**src/rtl/core/modular_exponentiation_core_assert.svh**
```systemverilog
// Assertion macros used by the modular exponentiation core
`ifndef MODULAR_EXPONENTIATION_CORE_ASSERT_SVH
`define MODULAR_EXPONENTIATION_CORE_ASSERT_SVH

// Same-cycle implication, checked on every rising edge outside reset
`define MODEXP_ASSERT_IMPL(label, ante, cons, msg) \
    label: assert property (@(posedge clk) disable iff (!rst_n) (ante) |-> (cons)) \
        else $error(msg);

// Next-cycle implication, checked on every rising edge outside reset
`define MODEXP_ASSERT_NEXT(label, ante, cons, msg) \
    label: assert property (@(posedge clk) disable iff (!rst_n) (ante) |=> (cons)) \
        else $error(msg);

`endif

```
**src/rtl/core/modexp_pkg.sv**
```systemverilog
// Shared widths, types, codes and microcode program of the modular exponentiation core
`default_nettype none

package modexp_pkg;

    // Operand widths
    localparam int MOD_WIDTH = 32;
    localparam int BASE_W    = 63;
    localparam int EXP_W     = 63;
    localparam int MODIN_W   = 32;
    localparam int OUT_W     = 32;
    localparam int PROD_W    = 2 * MOD_WIDTH;

    // Reduction unit: dividend width and two dividend bits per cycle
    localparam int RED_W     = 64;
    localparam int RED_STEPS = RED_W / 2;
    localparam int CNT_W     = $clog2(RED_STEPS);

    typedef logic [MOD_WIDTH-1:0] mod_word_t;
    typedef logic [MOD_WIDTH:0]   mod_wide_t;
    typedef logic [PROD_W-1:0]    prod_word_t;
    typedef logic [RED_W-1:0]     red_word_t;
    typedef logic [OUT_W-1:0]     out_word_t;

    // Microcode fields
    localparam int PC_W   = 4;
    localparam int OP_W   = 4;
    localparam int COND_W = 3;

    // Datapath operations
    localparam logic [OP_W-1:0] OP_NOP       = 4'd0;
    localparam logic [OP_W-1:0] OP_LOAD      = 4'd1;
    localparam logic [OP_W-1:0] OP_INIT      = 4'd2;
    localparam logic [OP_W-1:0] OP_RED_BASE  = 4'd3;
    localparam logic [OP_W-1:0] OP_WAIT_SQ   = 4'd4;
    localparam logic [OP_W-1:0] OP_MUL_AS    = 4'd5;
    localparam logic [OP_W-1:0] OP_RED_PROD  = 4'd6;
    localparam logic [OP_W-1:0] OP_WAIT_ACC  = 4'd7;
    localparam logic [OP_W-1:0] OP_MUL_SS    = 4'd8;
    localparam logic [OP_W-1:0] OP_WAIT_SQSH = 4'd9;
    localparam logic [OP_W-1:0] OP_OUT       = 4'd10;

    // Jump conditions: jump to target when true, else fall through
    localparam logic [COND_W-1:0] COND_NEXT     = 3'd0;
    localparam logic [COND_W-1:0] COND_JUMP     = 3'd1;
    localparam logic [COND_W-1:0] COND_NO_INPUT = 3'd2;
    localparam logic [COND_W-1:0] COND_RED_BUSY = 3'd3;
    localparam logic [COND_W-1:0] COND_EXP_ZERO = 3'd4;
    localparam logic [COND_W-1:0] COND_EXP_EVEN = 3'd5;
    localparam logic [COND_W-1:0] COND_MOD_ZERO = 3'd6;
    localparam logic [COND_W-1:0] COND_OUT_FULL = 3'd7;

    // Program addresses
    localparam logic [PC_W-1:0] STEP_IDLE     = 4'd0;
    localparam logic [PC_W-1:0] STEP_INIT     = 4'd1;
    localparam logic [PC_W-1:0] STEP_RED_BASE = 4'd2;
    localparam logic [PC_W-1:0] STEP_WAIT_SQ  = 4'd3;
    localparam logic [PC_W-1:0] STEP_TEST     = 4'd4;
    localparam logic [PC_W-1:0] STEP_MUL_AS   = 4'd5;
    localparam logic [PC_W-1:0] STEP_RED_AS   = 4'd6;
    localparam logic [PC_W-1:0] STEP_WAIT_ACC = 4'd7;
    localparam logic [PC_W-1:0] STEP_SQUARE   = 4'd8;
    localparam logic [PC_W-1:0] STEP_RED_SS   = 4'd9;
    localparam logic [PC_W-1:0] STEP_WAIT_SS  = 4'd10;
    localparam logic [PC_W-1:0] STEP_LOOP     = 4'd11;
    localparam logic [PC_W-1:0] STEP_OUT      = 4'd12;
    localparam logic [PC_W-1:0] STEP_RETURN   = 4'd13;

    typedef struct packed {
        logic [OP_W-1:0]   op;
        logic [COND_W-1:0] cond;
        logic [PC_W-1:0]   target;
    } ctrl_word_t;

    // Control store: one control word per program step
    function automatic ctrl_word_t ucode_rom(input logic [PC_W-1:0] pc);
        ctrl_word_t w;
        w = '{op: OP_NOP, cond: COND_JUMP, target: STEP_IDLE};
        case (pc)
            STEP_IDLE:     w = '{op: OP_LOAD,      cond: COND_NO_INPUT, target: STEP_IDLE};
            STEP_INIT:     w = '{op: OP_INIT,      cond: COND_MOD_ZERO, target: STEP_OUT};
            STEP_RED_BASE: w = '{op: OP_RED_BASE,  cond: COND_NEXT,     target: STEP_IDLE};
            STEP_WAIT_SQ:  w = '{op: OP_WAIT_SQ,   cond: COND_RED_BUSY, target: STEP_WAIT_SQ};
            STEP_TEST:     w = '{op: OP_NOP,       cond: COND_EXP_ZERO, target: STEP_OUT};
            STEP_MUL_AS:   w = '{op: OP_MUL_AS,    cond: COND_EXP_EVEN, target: STEP_SQUARE};
            STEP_RED_AS:   w = '{op: OP_RED_PROD,  cond: COND_NEXT,     target: STEP_IDLE};
            STEP_WAIT_ACC: w = '{op: OP_WAIT_ACC,  cond: COND_RED_BUSY, target: STEP_WAIT_ACC};
            STEP_SQUARE:   w = '{op: OP_MUL_SS,    cond: COND_NEXT,     target: STEP_IDLE};
            STEP_RED_SS:   w = '{op: OP_RED_PROD,  cond: COND_NEXT,     target: STEP_IDLE};
            STEP_WAIT_SS:  w = '{op: OP_WAIT_SQSH, cond: COND_RED_BUSY, target: STEP_WAIT_SS};
            STEP_LOOP:     w = '{op: OP_NOP,       cond: COND_JUMP,     target: STEP_TEST};
            STEP_OUT:      w = '{op: OP_OUT,       cond: COND_OUT_FULL, target: STEP_OUT};
            STEP_RETURN:   w = '{op: OP_NOP,       cond: COND_JUMP,     target: STEP_IDLE};
            default:       w = '{op: OP_NOP,       cond: COND_JUMP,     target: STEP_IDLE};
        endcase
        return w;
    endfunction

endpackage

`default_nettype wire

```
**src/rtl/core/modexp_reduce.sv**
```systemverilog
// Multi-cycle reduction unit: restoring remainder, two dividend bits per cycle
`default_nettype none

module modexp_reduce (
    input  wire logic                  clk,
    input  wire logic                  rst_n,
    input  wire logic                  start,
    input  wire modexp_pkg::red_word_t dividend,
    input  wire modexp_pkg::mod_word_t modulus,
    output logic                       busy,
    output modexp_pkg::mod_word_t      remainder
);

    logic                          busy_reg;
    logic                          busy_next;
    logic [modexp_pkg::CNT_W-1:0]  cnt_reg;
    logic [modexp_pkg::CNT_W-1:0]  cnt_next;
    modexp_pkg::red_word_t         div_reg;
    modexp_pkg::red_word_t         div_next;
    modexp_pkg::mod_word_t         rem_reg;
    modexp_pkg::mod_word_t         rem_next;
    modexp_pkg::mod_wide_t         part1;
    modexp_pkg::mod_wide_t         part2;
    modexp_pkg::mod_wide_t         mod_wide;

    assign mod_wide = modexp_pkg::mod_wide_t'(modulus);

    // Shift in the two top dividend bits, subtract the modulus where it fits
    always_comb
    begin
        part1 = {rem_reg, div_reg[modexp_pkg::RED_W-1]};
        if (part1 >= mod_wide)
        begin
            part1 = part1 - mod_wide;
        end
        part2 = {part1[modexp_pkg::MOD_WIDTH-1:0], div_reg[modexp_pkg::RED_W-2]};
        if (part2 >= mod_wide)
        begin
            part2 = part2 - mod_wide;
        end
    end

    // Load on start, advance two bits per cycle, drop busy after the last pair
    always_comb
    begin
        busy_next = busy_reg;
        cnt_next  = cnt_reg;
        div_next  = div_reg;
        rem_next  = rem_reg;
        if (start)
        begin
            busy_next = 1'b1;
            cnt_next  = modexp_pkg::CNT_W'(modexp_pkg::RED_STEPS - 1);
            div_next  = dividend;
            rem_next  = '0;
        end
        else if (busy_reg)
        begin
            rem_next = part2[modexp_pkg::MOD_WIDTH-1:0];
            div_next = div_reg << 2;
            cnt_next = cnt_reg - modexp_pkg::CNT_W'(1);
            if (cnt_reg == '0)
            begin
                busy_next = 1'b0;
            end
        end
    end

    // Hold control state under reset
    always_ff @(posedge clk or negedge rst_n)
    begin
        if (!rst_n)
        begin
            busy_reg <= 1'b0;
            cnt_reg  <= '0;
        end
        else
        begin
            busy_reg <= busy_next;
            cnt_reg  <= cnt_next;
        end
    end

    // Datapath registers
    always_ff @(posedge clk)
    begin
        div_reg <= div_next;
        rem_reg <= rem_next;
    end

    assign busy      = busy_reg;
    assign remainder = rem_reg;

endmodule

`default_nettype wire

```
**config.mk**
```make
export PLATFORM = sky130hd
export DESIGN_NAME = modexp_reduce
export DESIGN_NICKNAME = d
export VERILOG_FILES = /design/src/rtl/core/modular_exponentiation_core_assert.svh /design/src/rtl/core/modexp_pkg.sv /design/src/rtl/core/modexp_reduce.sv
export SDC_FILE = /design/constraint.sdc
export NUM_CORES = 1
export LEC_CHECK = 0
export CAP_MARGIN = 10
export CORE_MARGIN = 1
export CORE_UTILIZATION = 40
export DETAILED_ROUTE_END_ITERATION = 6
export DONT_BUFFER_PORTS = 1
export MAX_ROUTING_LAYER = met4
export SYNTH_ARGS = -nofsm -noshare
export SYNTH_HDL_FRONTEND = slang
export SYNTH_SLANG_ARGS = --single-unit
```
**constraint.sdc**
```tcl
create_clock -name clk -period 7.45 [get_ports clk]
set_input_delay 0.745 -clock clk [delete_from_list [all_inputs] [get_ports clk]]
set_output_delay 0.745 -clock clk [all_outputs]
set_load 0.01 [all_outputs]
```
**After elaboration in Yosys (flattened, before gate mapping)**

Cells that the tools add are included.

- Logic and storage cells: 20
- Output and inout port bits: 33
- Register bits after elaboration: 102
- Input bits: 99

- Add/subtract/negate cells: 3
- $lt $le $gt $ge: 2
- Mux-type cells: 9
- Reductions and logical operators: 2

Operators with widths:

| kind | number |
|---|---|
| 64-bit 2-to-1 mux | 2 |
| 33-bit by 32-bit greater-or-equal comparator with 1-bit output | 2 |
| 32-bit 2-to-1 mux | 2 |
| 32-bit subtractor | 2 |
| 5-bit 2-to-1 mux | 2 |
| 5-bit logical NOT | 1 |
| 5-bit by 1-bit subtractor with 5-bit output (second input constant) | 1 |
| 1-bit 2-to-1 mux | 3 |
| 2-bit nonzero test | 1 |

**Depth between registers and ports, before layout**

- Depth after elaboration: 4
- Depth in mapped cells: 24
- Depth with buffers taken out: 21

**Least setup slack after synthesis**

Ideal clock, no wire load.

- Path kind: input port to flip-flop
- Start: input modulus[23]
- End: register rem_reg[31], in the netlist remainder[31]
- Setup slack: 1.975 ns
- Path buffers: 4
- Arrival: 5.387 ns
- Data required time: 7.362 ns
- Cell stages on the path: 22
- Library setup time: 0.088 ns
- Cell sequence: inv_1 -> ha_1 -> clkbuf_1 -> nand4_1 -> nor3_1 -> o211ai_1 -> a31o_2 -> o21ai_2 -> buf_4 -> mux2_2 -> ha_1 -> a211oi_2 -> nor2_1 -> o31a_1 -> or3_1 -> buf_4 -> o211ai_2 -> and4_4 -> o211ai_2 -> buf_6 -> a211o_1 -> a311oi_2

- Word-level cells in the longest chain between the ends: 4
- Elaborated cells between the ends (all ways): 6
- Those cells by class: 2 x add/sub; 2 x order compare; 2 x mux

Ends and longest elaborated chain:

| element | RTL line | text |
|---|---|---|
| from (decl) | modexp_reduce.sv:9 | `input wire modexp_pkg::mod_word_t modulus,` |
| 32-bit subtractor or 33-bit by 32-bit greater-or-equal comparator with 1-bit output (tied branches) | modexp_reduce.sv:34, modexp_reduce.sv:32 |  |
| 32-bit 2-to-1 mux | modexp_reduce.sv:32 | `if (part1 >= mod_wide)` |
| 32-bit subtractor or 33-bit by 32-bit greater-or-equal comparator with 1-bit output (tied branches) | modexp_reduce.sv:39, modexp_reduce.sv:37 |  |
| 32-bit 2-to-1 mux (*) | modexp_reduce.sv:37 | `if (part2 >= mod_wide)` |
| to (signal assigned) | modexp_reduce.sv:88 | `rem_reg <= rem_next;` |
| to (decl) | modexp_reduce.sv:20 | `modexp_pkg::mod_word_t rem_reg;` |

Every way passes the cells marked *; elsewhere a longest branch is shown, timed or not.
A chain may end at the register's enable or synchronous reset.

**Worst setup path after layout**

- Start: input modulus[2]
- End: register rem_reg[15], in the netlist remainder[15]

Same word-level chain as after synthesis.

==> flow_summary.ini <==
[power_and_ir_drop]
power.switching_w = 0.00173
power.density_mw_per_mm2 = 404
swShare_pct = 47.5
pwr-share-clk_pct = 12.7
p_int_w = 0.00191
irDropWorstVdd_v = 0.000160
combinationalPowerShare_pct = 64.6
seq_power_share_pct = 22.7
p_leak_nw = 3.70

[setup_path]
crit_end = remainder[15]
worstSetupPathDepth = 21
path_buf_inv = 3
cp_top_family = compound AO/OA/AOI/OAI gates
required_ns = 7.71
cp-end-kind = flip-flop
cp.arrival_ns = 6.85
r2r_slack_ns = 0.89
path_cells = inv_1 > ha_1 > nand3_1 > o21bai_1 > a21oi_1 > o211ai_1 > a31o_2 > o21ai_2 > buf_4 > mux2_2 > ha_1 > and2_1 > or2_0 > a21o_1 > a221oi_1 > nand2b_1 > and4_4 > o211ai_2 > buf_4 > mux2i_1 > a211oi_1
slowest_stage = o21ai_2
start_kind = input port
cp_max_fo = 24
max_stage_delay_ns = 0.50
r2r_start = remainder[1]
worstSetupStartpoint = modulus[2]
crit_type = input port to flip-flop
reg2reg_depth = 20
r2r_end = remainder[15]

[clock_tree]
clk_path_buf_depth = 2
cts_tree = built
numCtsBuffers = 9
htreeDepth = 3
ctsResizeCount = 0
clkTransAtPathRegs_ns = 0.08
cts_hold_buf = 0
postCtsSetupBuffers = 0
clkLatencyLatePin_ns = 0.36
cts_sinks = 102
cts_root_buf = clkbuf_16

[floorplanning]
dieArea_mm2 = 0.0220
start_util_pct = 40.7
fp.dieW_um = 148
io_pins = 132
die_h_um = 148
fp-row-count = 53
coreArea_mm2 = 0.0210

[drt]
final_antenna_net_count = 0
wl_um = 23200
drt_iter0_markers = 371
wl_per_cell_um = 19.3
drc = 0
dr.pass1.iters = 4
routed-via-count = 7019
via_per_inst = 5.84

[timing]
fin_crit_sh_pct = 88.4
hold_viol_final = 0
relSlewSlack_pct = 30.6
tns_ns = 0
fin_skew_ns = 0.0145
rsz0062_at_grt = no
whs_ns = 0.0737
min_period_ns = 6.59
tightest_slew_ns = 1.04
drv_slew = 0
setup_viol = 0
fmax_ghz = 0.152

[final_layout]
design_area_mm2 = 0.00902
stdcell_count = 1201
area_growth_pct = 5.50
largest_reg_flops = 64
nets = 1082
drive_above_1_share_pct = 14.1

[logic_synthesis]
synth_top_area_share_pct = 22.5
synth_warnings = 0
synth_cell_types = 77
synth.yosys.seq_area_share_pct = 31.7
postSynthCellCount = 942
yosysTopAreaCell = edfxtp_1
ys.flop_type = edfxtp_1
netlist_area_mm2 = 0.00855
avgSynthCellArea_um2 = 9.08
synth_nets = 1109
synth_seq_cells = 102
async_reset_ff_share_pct = 5.88
synth-edff-count = 64
synth.area.top_cells = edfxtp_1 (22%), mux2_2 (11%), ha_1 (9.7%)

[place]
dp_hpwl_um = 17700
port_buffers = 0
dp_cells = 1179
place_area_mm2 = 0.00873
place_congestion = 0.886

[global_route]
grt_start_max_net_pins = 105
gr-usage-all-layers_pct = 22.1
antenna_found_initial = 6
grt_overflow = 0
grt_pass1_vias = 6862
grt_pass1_wl_um = 36700

[status]
status = completed

[worst_hold_path]
hp-class = input port to asynchronous set/reset pin

[job]
drv_cap = 0
-- worst min path at each step --
stage / startpoint / to / slack [ns] / depth (start not counted)
finish: rst_n / busy / 0.07 / 0
global route: rst_n / busy / 0.06 / 0
CTS: rst_n / busy / 0.06 / 0
detailed placement: rst_n / cnt_reg[3] / 0.45 / 0
global placement: rst_n / cnt_reg[3] / 0.45 / 0
floorplan: rst_n / busy / 0.45 / 0
-- routing by layer --
metal,global-route usage (%),vias to the layer above,wire (um)
li1,-,3471,-
met1,27.7,3318,10600
met2,34.1,192,10400
met3,5.95,38,1650
met4,7.53,0,596
met5,-,-,0
-- power groups by stage --
stage	logic, W	registers [W]	clock network (W)
5_1_grt	0.00262	0.000838	0.000493
2_1_floorplan	0.00189	0.000793	0
4_1_cts	0.00233	0.000828	0.000472
6_report	0.00235	0.000826	0.000461
3_3_place_gp	0.00232	0.000840	0
3_5_place_dp	0.00232	0.000840	0
-- cell usage after synthesis, types with 11 or more instances --
cell      instances
a21oi_1          64
mux2_2           84
nand2_1          93
xnor2_1          35
o21bai_1         12
nand3_1          25
a311oi_1         22
nor3_1           11
nand4_1          15
dfxtp_1          32
xor2_1           12
edfxtp_1         64
a21o_1           18
nor2_1           63
nand2b_1         15
inv_1            62
ha_1             66
o21ai_0          39
o211ai_1         11
clkbuf_1         32
-- layout make-up --
class	count	area (um^2)
fillers	2096	12000
multi-input cells	735	5410
flip-flops and latches	102	2710
well taps	275	344
inverters	63	236
clock buffers	10	229
clock inverters	6	42.5
repair buffers	4	30.0
diodes	6	15.0
-- layout by cell type, fill, tap and decap left out, drive strengths merged, types with 6 or more instances in the layout --
master / instances
nor3: 11
a21oi: 64
diode: 6
and2: 11
a211o: 7
a21o: 18
o211ai: 13
nor2b: 6
xor2: 12
ha: 66
o21a: 8
nand2b: 15
nand4: 15
nor2: 63
o21bai: 12
dfrtp: 6
nand3: 25
a31oi: 9
xnor2: 35
o21ai: 43
a311oi: 27
mux2: 84
clkbuf: 10
dfxtp: 32
edfxtp: 64
nand2: 93
inv: 66
a211oi: 10
-- per-stage QoR --
stage | utilization, % | setup WS, ns | total power, W
floorplan | - | 1.98 | 0.00269
global placement | 41.6 | 0.671 | 0.00316
detailed placement | 41.6 | 0.596 | 0.00316
CTS | 42.8 | 0.932 | 0.00363
finish | 42.9 | 0.863 | 0.00364
global route | 42.9 | 0.443 | 0.00395
-- kinds of logic after synthesis --
family,Yosys count,synth area share (%)
adders and majority gates,68,10.1
muxes,88,11.5
AOI/OAI and AO/OA,259,21.4
buffers and inverters,105,5.00
xor gates and xnor gates,47,4.81
DFF,102,31.7
and+or+nand+nor,273,15.4
Note: power is estimated with default switching activity, not from simulation.
